[src/sv/rth_pkg.sv]
// Package: pixel payload types and hue sextant codes for the RGB to HSV converter.
`timescale 1ns / 1ps
`default_nettype none

package rth_pkg;

    // Port field widths
    localparam int unsigned CHAN_W = 16;
    localparam int unsigned HUE_W  = 15;

    // One RGB pixel request
    typedef struct packed {
        logic [CHAN_W-1:0] red_level;
        logic [CHAN_W-1:0] green_level;
        logic [CHAN_W-1:0] blue_level;
    } rth_pixel_t;

    // One HSV result
    typedef struct packed {
        logic [HUE_W-1:0]  hue_angle;
        logic [CHAN_W-1:0] saturation_level;
        logic [CHAN_W-1:0] value_level;
    } rth_hsv_t;

    // Channel that holds the maximum, picks the hue offset
    typedef enum logic [1:0] {
        SEXT_RED,
        SEXT_GREEN,
        SEXT_BLUE
    } rth_sextant_t;

    // Hue offsets in whole degrees
    localparam int unsigned OFFSET_GREEN = 120;
    localparam int unsigned OFFSET_BLUE  = 240;
    localparam int unsigned FULL_TURN    = 360;
    localparam int unsigned SEXT_SPAN    = 60;

endpackage

`default_nettype wire

[src/sv/rgb_to_hsv_convert.sv]
// Top level: RGB to HSV pixel converter built as a chain of divider cells.
//
//   channel | direction | payload              | handshake
//   --------+-----------+----------------------+-----------------------
//   in      | sink      | rth_pixel_t (r,g,b)  | in_valid / in_ready
//   out     | source    | rth_hsv_t (h,s,v)    | out_valid / out_ready
//
// One pixel is taken per clock unless the output stalls. A result passes prep stages
// A and B, QB divider cells and the output register; QB is the larger of CHANNEL_BITS
// and the hue quotient width (16 at the defaults). Each divider cell yields one
// quotient bit for both lanes. Reset clears only the stage valid flags; no clearing
// pass is needed. A stall at the output backs up stage by stage, so empty stages still fill.
`timescale 1ns / 1ps
`default_nettype none

module rgb_to_hsv_convert #(
    parameter int unsigned CHANNEL_BITS      = 16,
    parameter int unsigned HUE_FRACTION_BITS = 6
) (
    input  wire logic                clk,
    input  wire logic                rst_n,
    input  wire logic                in_valid,
    output logic                     in_ready,
    input  wire rth_pkg::rth_pixel_t in_data,
    output logic                     out_valid,
    input  wire logic                out_ready,
    output rth_pkg::rth_hsv_t        out_data
);

    localparam int unsigned CB     = CHANNEL_BITS;
    localparam int unsigned HQB    = $clog2(60*(2**HUE_FRACTION_BITS)+1);
    localparam int unsigned QB     = (CB > HQB) ? CB : HQB;
    localparam int unsigned DW     = CB + 1;
    localparam int unsigned LW     = 2*DW + QB;
    localparam int unsigned SIDE_W = CB + 4;

    logic [QB:0]             chain_valid;
    logic [QB:0]             chain_ready;
    logic [QB:0][LW-1:0]     chain_hue;
    logic [QB:0][LW-1:0]     chain_sat;
    logic [QB:0][SIDE_W-1:0] chain_side;

    // Front end
    rth_prep #(
        .CHANNEL_BITS      (CHANNEL_BITS),
        .HUE_FRACTION_BITS (HUE_FRACTION_BITS)
    ) u_prep (
        .clk        (clk),
        .rst_n      (rst_n),
        .in_valid   (in_valid),
        .in_ready   (in_ready),
        .in_data    (in_data),
        .down_valid (chain_valid[0]),
        .down_ready (chain_ready[0]),
        .lane_hue   (chain_hue[0]),
        .lane_sat   (chain_sat[0]),
        .side       (chain_side[0])
    );

    // Divider chain, one quotient bit per cell
    for (genvar i = 0; i < QB; i++)
    begin : g_cell
        rth_div_cell #(
            .DW     (DW),
            .QB     (QB),
            .SIDE_W (SIDE_W)
        ) u_cell (
            .clk        (clk),
            .rst_n      (rst_n),
            .up_valid   (chain_valid[i]),
            .up_ready   (chain_ready[i]),
            .up_hue     (chain_hue[i]),
            .up_sat     (chain_sat[i]),
            .up_side    (chain_side[i]),
            .down_valid (chain_valid[i+1]),
            .down_ready (chain_ready[i+1]),
            .down_hue   (chain_hue[i+1]),
            .down_sat   (chain_sat[i+1]),
            .down_side  (chain_side[i+1])
        );
    end

    // Back end and output register
    rth_finish #(
        .CHANNEL_BITS      (CHANNEL_BITS),
        .HUE_FRACTION_BITS (HUE_FRACTION_BITS),
        .DW                (DW),
        .QB                (QB)
    ) u_finish (
        .clk       (clk),
        .rst_n     (rst_n),
        .up_valid  (chain_valid[QB]),
        .up_ready  (chain_ready[QB]),
        .up_hue    (chain_hue[QB]),
        .up_sat    (chain_sat[QB]),
        .up_side   (chain_side[QB]),
        .out_valid (out_valid),
        .out_ready (out_ready),
        .out_data  (out_data)
    );

endmodule

`default_nettype wire

[src/sv/rth_prep.sv]
// Front end: max, min and sextant pick, then dividend and divisor set-up.
`timescale 1ns / 1ps
`default_nettype none

module rth_prep #(
    parameter int unsigned CHANNEL_BITS      = 16,
    parameter int unsigned HUE_FRACTION_BITS = 6
) (
    input  wire logic                                  clk,
    input  wire logic                                  rst_n,
    input  wire logic                                  in_valid,
    output logic                                       in_ready,
    input  wire rth_pkg::rth_pixel_t                   in_data,
    output logic                                       down_valid,
    input  wire logic                                  down_ready,
    output logic [2*(CHANNEL_BITS+1)+(
        (CHANNEL_BITS > $clog2(60*(2**HUE_FRACTION_BITS)+1)) ? CHANNEL_BITS :
        $clog2(60*(2**HUE_FRACTION_BITS)+1))-1:0]      lane_hue,
    output logic [2*(CHANNEL_BITS+1)+(
        (CHANNEL_BITS > $clog2(60*(2**HUE_FRACTION_BITS)+1)) ? CHANNEL_BITS :
        $clog2(60*(2**HUE_FRACTION_BITS)+1))-1:0]      lane_sat,
    output logic [CHANNEL_BITS+3:0]                    side
);

    localparam int unsigned CB     = CHANNEL_BITS;
    localparam int unsigned HQB    = $clog2(60*(2**HUE_FRACTION_BITS)+1);
    localparam int unsigned QB     = (CB > HQB) ? CB : HQB;
    localparam int unsigned DW     = CB + 1;
    localparam int unsigned NW_SAT = 2*CB + 2;
    localparam int unsigned NW_HUE = CB + HUE_FRACTION_BITS + 8;
    localparam int unsigned NW     = (NW_SAT > NW_HUE) ? NW_SAT : NW_HUE;
    localparam int unsigned LW     = 2*DW + QB;
    localparam int unsigned HUE_SCALE2 = 2 * rth_pkg::SEXT_SPAN * (2**HUE_FRACTION_BITS);

    // Stage A registers
    logic                       a_valid_reg, a_valid_next;
    logic [CB-1:0]              mx_a_reg, mx_a_next;
    logic [CB-1:0]              mn_a_reg, mn_a_next;
    logic [CB-1:0]              x_a_reg, x_a_next;
    logic [CB-1:0]              y_a_reg, y_a_next;
    rth_pkg::rth_sextant_t      sel_a_reg, sel_a_next;

    // Stage B registers
    logic                       b_valid_reg, b_valid_next;
    logic [LW-1:0]              lane_hue_reg, lane_hue_next;
    logic [LW-1:0]              lane_sat_reg, lane_sat_next;
    logic [CB+3:0]              side_reg, side_next;

    logic                       a_ready;
    logic                       b_ready;
    logic [CB+rth_pkg::CHAN_W-1:0] r_wide, g_wide, b_wide;
    logic [CB-1:0]              r_lvl, g_lvl, b_lvl;
    logic [CB-1:0]              delta;
    logic [CB-1:0]              mag;
    logic                       neg;
    logic                       grey;
    logic [NW-1:0]              num_hue;
    logic [NW-1:0]              num_sat;
    logic [NW-1:0]              top_hue;
    logic [NW-1:0]              top_sat;

    // Handshake: a stage takes a request when empty or when it empties
    assign b_ready    = !b_valid_reg || down_ready;
    assign a_ready    = !a_valid_reg || b_ready;
    assign in_ready   = a_ready;
    assign down_valid = b_valid_reg;
    assign lane_hue   = lane_hue_reg;
    assign lane_sat   = lane_sat_reg;
    assign side       = side_reg;

    // Fit port fields to the channel width, dropping bits above it
    always_comb
    begin
        r_wide = {{CB{1'b0}}, in_data.red_level};
        g_wide = {{CB{1'b0}}, in_data.green_level};
        b_wide = {{CB{1'b0}}, in_data.blue_level};
        r_lvl  = r_wide[CB-1:0];
        g_lvl  = g_wide[CB-1:0];
        b_lvl  = b_wide[CB-1:0];
    end

    // Stage A: find max and min, pick the sextant with red then green priority
    always_comb
    begin
        mx_a_next = r_lvl;
        mn_a_next = r_lvl;
        if (g_lvl > mx_a_next)
        begin
            mx_a_next = g_lvl;
        end
        if (b_lvl > mx_a_next)
        begin
            mx_a_next = b_lvl;
        end
        if (g_lvl < mn_a_next)
        begin
            mn_a_next = g_lvl;
        end
        if (b_lvl < mn_a_next)
        begin
            mn_a_next = b_lvl;
        end
        if (mx_a_next == r_lvl)
        begin
            sel_a_next = rth_pkg::SEXT_RED;
            x_a_next   = g_lvl;
            y_a_next   = b_lvl;
        end
        else if (mx_a_next == g_lvl)
        begin
            sel_a_next = rth_pkg::SEXT_GREEN;
            x_a_next   = b_lvl;
            y_a_next   = r_lvl;
        end
        else
        begin
            sel_a_next = rth_pkg::SEXT_BLUE;
            x_a_next   = r_lvl;
            y_a_next   = g_lvl;
        end
    end

    // Stage B: form rounded dividends and doubled divisors for both lanes
    always_comb
    begin
        delta   = mx_a_reg - mn_a_reg;
        neg     = x_a_reg < y_a_reg;
        mag     = neg ? (y_a_reg - x_a_reg) : (x_a_reg - y_a_reg);
        grey    = (delta == '0);
        num_hue = NW'(mag) * NW'(HUE_SCALE2) + NW'(delta);
        num_sat = (((NW'(delta) << CB) - NW'(delta)) << 1) + NW'(mx_a_reg);
        top_hue = num_hue >> QB;
        top_sat = num_sat >> QB;
        lane_hue_next = {top_hue[DW-1:0], {delta, 1'b0}, num_hue[QB-1:0]};
        lane_sat_next = {top_sat[DW-1:0], {mx_a_reg, 1'b0}, num_sat[QB-1:0]};
        side_next     = {sel_a_reg, neg, grey, mx_a_reg};
    end

    // Valid flags advance when their stage may load
    always_comb
    begin
        a_valid_next = a_ready ? in_valid : a_valid_reg;
        b_valid_next = b_ready ? a_valid_reg : b_valid_reg;
    end

    always_ff @(posedge clk or negedge rst_n)
    begin
        if (!rst_n)
        begin
            a_valid_reg <= 1'b0;
            b_valid_reg <= 1'b0;
        end
        else
        begin
            a_valid_reg <= a_valid_next;
            b_valid_reg <= b_valid_next;
        end
    end

    // Payload: load on a taken request, hold otherwise
    always_ff @(posedge clk)
    begin
        if (a_ready && in_valid)
        begin
            mx_a_reg  <= mx_a_next;
            mn_a_reg  <= mn_a_next;
            x_a_reg   <= x_a_next;
            y_a_reg   <= y_a_next;
            sel_a_reg <= sel_a_next;
        end
        if (b_ready && a_valid_reg)
        begin
            lane_hue_reg <= lane_hue_next;
            lane_sat_reg <= lane_sat_next;
            side_reg     <= side_next;
        end
    end

endmodule

`default_nettype wire

[src/sv/rth_div_cell.sv]
// Divider cell: one restoring quotient bit for the hue and saturation lanes.
`timescale 1ns / 1ps
`default_nettype none

module rth_div_cell #(
    parameter int unsigned DW     = 17,
    parameter int unsigned QB     = 16,
    parameter int unsigned SIDE_W = 20
) (
    input  wire logic                  clk,
    input  wire logic                  rst_n,
    input  wire logic                  up_valid,
    output logic                       up_ready,
    input  wire logic [2*DW+QB-1:0]    up_hue,
    input  wire logic [2*DW+QB-1:0]    up_sat,
    input  wire logic [SIDE_W-1:0]     up_side,
    output logic                       down_valid,
    input  wire logic                  down_ready,
    output logic [2*DW+QB-1:0]         down_hue,
    output logic [2*DW+QB-1:0]         down_sat,
    output logic [SIDE_W-1:0]          down_side
);

    localparam int unsigned LW = 2*DW + QB;

    logic              valid_reg, valid_next;
    logic [LW-1:0]     hue_reg, hue_next;
    logic [LW-1:0]     sat_reg, sat_next;
    logic [SIDE_W-1:0] side_reg;

    // One step: bring down the next dividend bit, subtract if it fits
    function automatic logic [LW-1:0] div_step(input logic [LW-1:0] lane);
        logic [DW-1:0] part;
        logic [DW-1:0] dvs;
        logic [QB-1:0] nq;
        logic [DW:0]   trial;
        logic [DW:0]   diff;
        logic          fits;
        part  = lane[LW-1 -: DW];
        dvs   = lane[QB +: DW];
        nq    = lane[QB-1:0];
        trial = {part, nq[QB-1]};
        diff  = trial - {1'b0, dvs};
        fits  = (trial >= {1'b0, dvs});
        if (fits)
        begin
            part = diff[DW-1:0];
        end
        else
        begin
            part = trial[DW-1:0];
        end
        nq = {nq[QB-2:0], fits};
        return {part, dvs, nq};
    endfunction

    assign up_ready   = !valid_reg || down_ready;
    assign down_valid = valid_reg;
    assign down_hue   = hue_reg;
    assign down_sat   = sat_reg;
    assign down_side  = side_reg;

    always_comb
    begin
        hue_next   = div_step(up_hue);
        sat_next   = div_step(up_sat);
        valid_next = up_ready ? up_valid : valid_reg;
    end

    always_ff @(posedge clk or negedge rst_n)
    begin
        if (!rst_n)
        begin
            valid_reg <= 1'b0;
        end
        else
        begin
            valid_reg <= valid_next;
        end
    end

    // Advance the lanes on a taken request
    always_ff @(posedge clk)
    begin
        if (up_ready && up_valid)
        begin
            hue_reg  <= hue_next;
            sat_reg  <= sat_next;
            side_reg <= up_side;
        end
    end

endmodule

`default_nettype wire

[src/sv/rth_finish.sv]
// Back end: apply hue sign, offset and wrap, grey override, output register.
`timescale 1ns / 1ps
`default_nettype none

module rth_finish #(
    parameter int unsigned CHANNEL_BITS      = 16,
    parameter int unsigned HUE_FRACTION_BITS = 6,
    parameter int unsigned DW                = 17,
    parameter int unsigned QB                = 16
) (
    input  wire logic                  clk,
    input  wire logic                  rst_n,
    input  wire logic                  up_valid,
    output logic                       up_ready,
    input  wire logic [2*DW+QB-1:0]    up_hue,
    input  wire logic [2*DW+QB-1:0]    up_sat,
    input  wire logic [CHANNEL_BITS+3:0] up_side,
    output logic                       out_valid,
    input  wire logic                  out_ready,
    output rth_pkg::rth_hsv_t          out_data
);

    localparam int unsigned CB       = CHANNEL_BITS;
    localparam int unsigned DEG_UNIT = 2**HUE_FRACTION_BITS;
    localparam int unsigned HUE_FULL = rth_pkg::FULL_TURN * DEG_UNIT;
    localparam int unsigned HX       = $clog2(HUE_FULL + 1) + 1;
    localparam int unsigned OW       = rth_pkg::CHAN_W;
    localparam int unsigned HW       = rth_pkg::HUE_W;

    logic                  valid_reg, valid_next;
    rth_pkg::rth_hsv_t     data_reg, data_next;

    logic [QB-1:0]         q_hue;
    logic [QB-1:0]         q_sat;
    logic [QB+HX-1:0]      q_wide;
    logic [HX-1:0]         q;
    logic [HX-1:0]         base;
    logic [HX-1:0]         hue;
    logic [CB-1:0]         mx;
    logic                  grey;
    logic                  neg;
    rth_pkg::rth_sextant_t sel;
    logic [CB-1:0]         sat;
    logic [CB+QB-1:0]      qs_wide;
    logic [CB+OW-1:0]      sat_wide;
    logic [CB+OW-1:0]      val_wide;
    logic [HX+HW-1:0]      hue_wide;

    assign up_ready  = !valid_reg || out_ready;
    assign out_valid = valid_reg;
    assign out_data  = data_reg;

    // Unpack the quotients and the side data
    always_comb
    begin
        q_hue  = up_hue[QB-1:0];
        q_sat  = up_sat[QB-1:0];
        mx     = up_side[CB-1:0];
        grey   = up_side[CB];
        neg    = up_side[CB+1];
        sel    = rth_pkg::rth_sextant_t'(up_side[CB+3:CB+2]);
        q_wide = {{HX{1'b0}}, q_hue};
        q      = q_wide[HX-1:0];
    end

    // Pick the sextant offset
    always_comb
    begin
        unique case (sel)
            rth_pkg::SEXT_RED:   base = '0;
            rth_pkg::SEXT_GREEN: base = HX'(rth_pkg::OFFSET_GREEN * DEG_UNIT);
            rth_pkg::SEXT_BLUE:  base = HX'(rth_pkg::OFFSET_BLUE * DEG_UNIT);
            default:             base = '0;
        endcase
    end

    // Apply sign and wrap the hue into one turn
    always_comb
    begin
        if (!neg)
        begin
            hue = base + q;
        end
        else if (q <= base)
        begin
            hue = base - q;
        end
        else
        begin
            hue = HX'(HUE_FULL) - (q - base);
        end
        if (hue >= HX'(HUE_FULL))
        begin
            hue = hue - HX'(HUE_FULL);
        end
        if (grey)
        begin
            hue = '0;
        end
    end

    // Clamp saturation to full scale, zero it for grey
    always_comb
    begin
        qs_wide = {{CB{1'b0}}, q_sat};
        if (grey)
        begin
            sat = '0;
        end
        else if (qs_wide > (CB+QB)'({CB{1'b1}}))
        begin
            sat = '1;
        end
        else
        begin
            sat = qs_wide[CB-1:0];
        end
        sat_wide = {{OW{1'b0}}, sat};
        val_wide = {{OW{1'b0}}, mx};
        hue_wide = {{HW{1'b0}}, hue};
        data_next.hue_angle        = hue_wide[HW-1:0];
        data_next.saturation_level = sat_wide[OW-1:0];
        data_next.value_level      = val_wide[OW-1:0];
        valid_next = up_ready ? up_valid : valid_reg;
    end

    always_ff @(posedge clk or negedge rst_n)
    begin
        if (!rst_n)
        begin
            valid_reg <= 1'b0;
        end
        else
        begin
            valid_reg <= valid_next;
        end
    end

    // Load the result on a taken request, hold while the sink stalls
    always_ff @(posedge clk)
    begin
        if (up_ready && up_valid)
        begin
            data_reg <= data_next;
        end
    end

endmodule

`default_nettype wire

[config.mk]
export PLATFORM = sky130hd
export DESIGN_NAME = rgb_to_hsv_convert
export DESIGN_NICKNAME = d
export VERILOG_FILES = /design/src/sv/rth_pkg.sv /design/src/sv/rgb_to_hsv_convert.sv /design/src/sv/rth_prep.sv /design/src/sv/rth_div_cell.sv /design/src/sv/rth_finish.sv
export SDC_FILE = /design/constraint.sdc
export NUM_CORES = 2
export LEC_CHECK = 0
export BUFFER_PORTS_ARGS = -buffer_cell sky130_fd_sc_hd__buf_2
export CAP_MARGIN = 5
export CELL_PAD_IN_SITES_DETAIL_PLACEMENT = 1
export CELL_PAD_IN_SITES_GLOBAL_PLACEMENT = 2
export CORE_ASPECT_RATIO = 1.1
export CORE_MARGIN = 2
export CORE_UTILIZATION = 35
export CTS_CLUSTER_DIAMETER = 200
export CTS_CLUSTER_SIZE = 28
export DETAILED_ROUTE_END_ITERATION = 10
export PLACE_DENSITY_LB_ADDON = 0.1
export SYNTH_ARGS = -nofsm -noshare
export SYNTH_HDL_FRONTEND = slang
export SYNTH_SLANG_ARGS = --single-unit
[constraint.sdc]
create_clock -name clk -period 14.75 [get_ports clk]
set_input_delay 2.95 -clock clk [delete_from_list [all_inputs] [get_ports clk]]
set_output_delay 2.95 -clock clk [all_outputs]
set_load 0.1 [all_outputs]
==> results list <==
- In the routed layout, each cell is associated on average with a via count of 4.91.
- For this run, the slowest stage of the critical path takes 0.75 ns.
- Sequence of cells on the critical path: buf_2, inv_1, ha_1, nand4_1, or3b_2, nor2_1, a211oi_4, a41oi_4, buf_4, mux2i_1, ha_1, a2111oi_0, o21ai_0, a31o_2, a21oi_1, o22a_1, buf_4, a31oi_1, a31oi_1, o221ai_1, nor4_2, buf_4, o21ai_0
- Part of the Yosys area used for sequential elements: 56.7%
* Clock buffers created by TritonCTS: 70
- Global Route met1 Usage: 16.9%
* Clock root buffer: sky130_fd_sc_hd__clkbuf_16
- The worst setup path is of the in2reg kind.
- Of the cells placed in the final design, the portion with a size suffix greater than 1 is approximately 8.5%.
- Setup repair after global routing missed its margin: no
- Final setup violation count: 0
- In the final routed layout, each cell accounts on average for 19.2 microns.
* Count of hold buffers inserted by post-cts repair: 0
- The worst setup path is captured at a flop.
* Share of synthesized flip-flops with an asynchronous set or reset: under 10%
- The layer flagged by global routing as most heavily used is met2.
- In this run the tool buffered the top-level ports with 100 buffer cells.
* Count of H-tree levels built during CTS: 3
* Filler Cells Inserted: 26900
- Flip-flop and latch count after synthesis: 1681
- Clock-pin slew was measured on the worst setup and hold paths at 0.12 ns.
- In this run, the number of DRC markers left after iteration 0 of detailed routing was 1947.
- The floorplan step set the die width to 484 microns.
- The most critical setup path has its startpoint at in_data[47].
* Number of buffer and inverter instances along the worst setup path: 5
- Number of enable flip-flop cells after synthesis: around 1700
* Total routing usage reported by global routing: 16.0%
- Total standard cell area after synthesis: 88800 sq um
- Global-route wire length before repair: 326000 microns
- In this run the worst hold path is classified as reg2reg.
- The tool flagged a number of max-cap violations equal to 0.
* Most frequent CP cell: sky130_fd_sc_hd__buf_4
- The worst register-to-register path begins at u_prep.x_a_reg[0]$_DFFE_PP_.
- The final hold violation count is 0.
* Min Hold Slack: 0.408 ns
* Largest net degree at the start of global routing: 71
- Area leader, netlist: sky130_fd_sc_hd__edfxtp_1
- For the worst-skew pair, the clock arrives at the later sink with an insertion delay of 0.75 ns.
- Antenna violations before repair: 1
- Result of the run: finished, final reports clean
- Power per cell area: 236 nW/um^2
- Area of the die: 258000 sq um
- Clk_skew: 0.0473 ns
* Share of Yosys cell area claimed by the top area cell type: 56.2%
- Number of iterations in the first detailed-routing pass: 5
- Final HPWL from detailed placement: 165000 microns
* Final number of max-transition violations: 0
- The die is 532 microns tall.
- Layout overhead on the synthesized area: 7.65%
* Required time of the critical path: between 15 and 20 ns
* Max_slew headroom: 23.3%
- Met3 routing resource usage after global routing: 1.30%
* HP Start: g_cell[12].u_cell.down_hue[0]$_DFFE_PP_
- In this run, post-CTS repair resized a total of 0 instances.
- Number of buffers inserted to repair setup after CTS: 0
* Final period demand of the worst path: 9.75 ns
* Max clock buf depth: 3
* Sink Count: about 1700
- For this run the aggregate overflow at the end of global routing stands at 0.
- Via count: roughly 53000
- IR analysis of the VDD net gives a maximum drop of 0.340 mV.
- The register with the most flip-flops in the layout has ~640 of them.
- Worst-margin pin slew: between 1 and 1.5 ns
* Launching element type of the critical path: input pin
- Final worst path period share: 66.1%
- Based on the critical path, the design can be clocked at up to 0.103 GHz.
- TritonCTS built the clock tree.
- For this run, the post-layout net count is 8222.
* Remaining design rule violation count: 0
- After routing, the total negative slack on setup checks comes to 0 ns.
- The via count of the first global-routing pass was slightly below 60000.
* Num ports: 101
- Primary flip-flop cell chosen by synthesis mapping: sky130_fd_sc_hd__edfxtp_1
* Worst-path maximum fanout: 58
* Synthesized instance count: 7337
- Leak: about 38 nW
* Final routed wirelength across all metal layers: 206000 microns
- Synthesized area per cell: 12.1 sq um
- Family with the most delay on the worst path: compound AO/OA/AOI/OAI gates
- After floorplanning, the core was divided into just under 200 placement rows.
- For this run, the number of Yosys warnings is 0.
- After layout, the design draws a total of 0.0226 W.
- Synth area leaders: sky130_fd_sc_hd__edfxtp_1 56%, sky130_fd_sc_hd__ha_1 9.5%, sky130_fd_sc_hd__inv_1 3.9%, sky130_fd_sc_hd__mux2_2 3.3%, sky130_fd_sc_hd__xnor2_1 2.7%
- Core area: 252000 sq um
* Effective utilization at floorplan: 35.3%
- Synth Net Count: 8121
- The synthesized netlist contains 99 unique library cells.
- At the worst endpoint, the arrival time is 10.22 ns.
* Final GP Congestion: 0.849
- CP max stage cell: sky130_fd_sc_hd__nor4_2
- Remaining antenna violation count: 0
- In the global route stage, met2 resource usage came out at 32.8%.
-- per-layer routing --
metal	vias to the layer above	share of wire, %	wire length, microns
met5	-	0	0
met4	0	2.7	5620
met3	174	1.6	3350
li1	26400	-	-
met2	343	57	117000
met1	26000	39	80400
-- cells in the mapped netlist, drive strengths merged (19+ instances only) --
| master | n |
|---|---|
| buf | 27 |
| and2 | 31 |
| nor2 | 479 |
| a21boi | 104 |
| nand3 | 66 |
| a21o | 147 |
| nand4 | 95 |
| nand2b | 66 |
| nand2 | 471 |
| o31ai | 49 |
| ha | 674 |
| inv | 914 |
| fa | 58 |
| o21ai | 445 |
| nor2b | 138 |
| mux2 | 261 |
| a21oi | 359 |
| edfxtp | 1662 |
| dfrtp | 19 |
| o21a | 29 |
| and3 | 26 |
| a31oi | 40 |
| xnor2 | 278 |
| mux2i | 136 |
| a211oi | 35 |
| o21bai | 37 |
| nor3 | 104 |
| nor4 | 39 |
| or3 | 30 |
| clkbuf | 101 |
| or2 | 48 |
| xor2 | 175 |
-- worst paths after layout --
path,to,slack (ns),cells after the start
max in group asynchronous,g_cell[15].u_cell.down_valid$_DFFE_PN0P_,12.25,1
hold / removal,g_cell[13].u_cell.down_hue[1]$_DFFE_PP_,0.41,0
setup / recovery,u_prep.y_a_reg[2]$_DFFE_PP_,5.00,23
setup reg to reg,u_prep.lane_hue[45]$_DFFE_PP_,7.27,32
hold reg to reg,g_cell[13].u_cell.down_hue[1]$_DFFE_PP_,0.41,0
min in group asynchronous,u_prep.down_valid$_DFFE_PN0P_,2.15,1
-- logic make-up after synthesis --
kind of cell / count (synthesis) / share of synthesized area (%)
flip-flops: 1681 / 56.7
XOR/XNOR: 453 / 4.52
AND/OR/NAND/NOR: 1637 / 8.84
AO/OA/AOI/OAI: 1393 / 9.82
multiplexers: 397 / 4.84
buffers and inverters: 1042 / 4.43
adder cells (fa/ha/maj): 734 / 10.8
-- through the flow --
step / util [%] / worst slack [ns] / instance area, sq um / cells
CTS: 38.0 / 5.02 / 95600 / 10800
floorplan: - / 3.82 / 88800 / 7337
detailed placement: 37.2 / 4.17 / 93600 / 10700
global route: 38.0 / 4.47 / 95600 / 10800
global placement: 37.2 / 4.44 / 93600 / 10700
finish: 38.0 / 5.00 / 95600 / 10800
-- area by class of cell --
class | instances | area [sq um] | area share (%)
Antenna cell | 5 | 12.5 | 0.0131
Clock buffer | 86 | 1900 | 1.98
Clock inverter | 6 | 88.8 | 0.0929
Inverter | 914 | 3430 | 3.59
Multi-Input combinational cell | 4614 | 34700 | 36.3
Sequential cell | 1681 | 50400 | 52.7
Tap cell | 3315 | 4150 | 4.34
Timing Repair Buffer | 157 | 928 | 0.971
-- worst register-to-register path, delay by kind of cell, from the launching register on --
kind            cells  cell delay (ns)
compound gates     11             2.42
xor+xnor            4             0.99
fa+ha+maj           5             1.59
buf+inv             4             0.51
flops               1             0.45
mux                 1             0.17
simple gates        7             1.11
-- power breakdown --
part / switching (W) / internal [W] / total [W] / leakage [nW]
clock network: 0.00146 / 0.000944 / 0.00240 / 0.970
logic: 0.00685 / 0.00512 / 0.0120 / 20.9
registers: 0.000725 / 0.00750 / 0.00823 / 16.5
total: 0.00903 / 0.0136 / 0.0226 / 38.4
-- cell usage in the layout, fill, tap and decap left out, types with 100 or more instances in the layout --
| master | Yosys | layout |
|---|---|---|
| sky130_fd_sc_hd__edfxtp_1 | 1662 | 1662 |
| sky130_fd_sc_hd__inv_1 | 912 | 912 |
| sky130_fd_sc_hd__ha_1 | 674 | 674 |
| sky130_fd_sc_hd__nor2_1 | 476 | 476 |
| sky130_fd_sc_hd__nand2_1 | 471 | 471 |
| sky130_fd_sc_hd__o21ai_0 | 438 | 438 |
| sky130_fd_sc_hd__a21oi_1 | 356 | 355 |
| sky130_fd_sc_hd__xnor2_1 | 275 | 275 |
| sky130_fd_sc_hd__mux2_2 | 261 | 261 |
| sky130_fd_sc_hd__xor2_1 | 172 | 172 |
| sky130_fd_sc_hd__a21o_1 | 147 | 147 |
| sky130_fd_sc_hd__mux2i_1 | 136 | 136 |
| sky130_fd_sc_hd__nor2b_1 | 138 | 133 |
| sky130_fd_sc_hd__a21boi_0 | 103 | 102 |
| sky130_fd_sc_hd__buf_2 | 17 | 100 |
(Power assumes the default switching activity.)
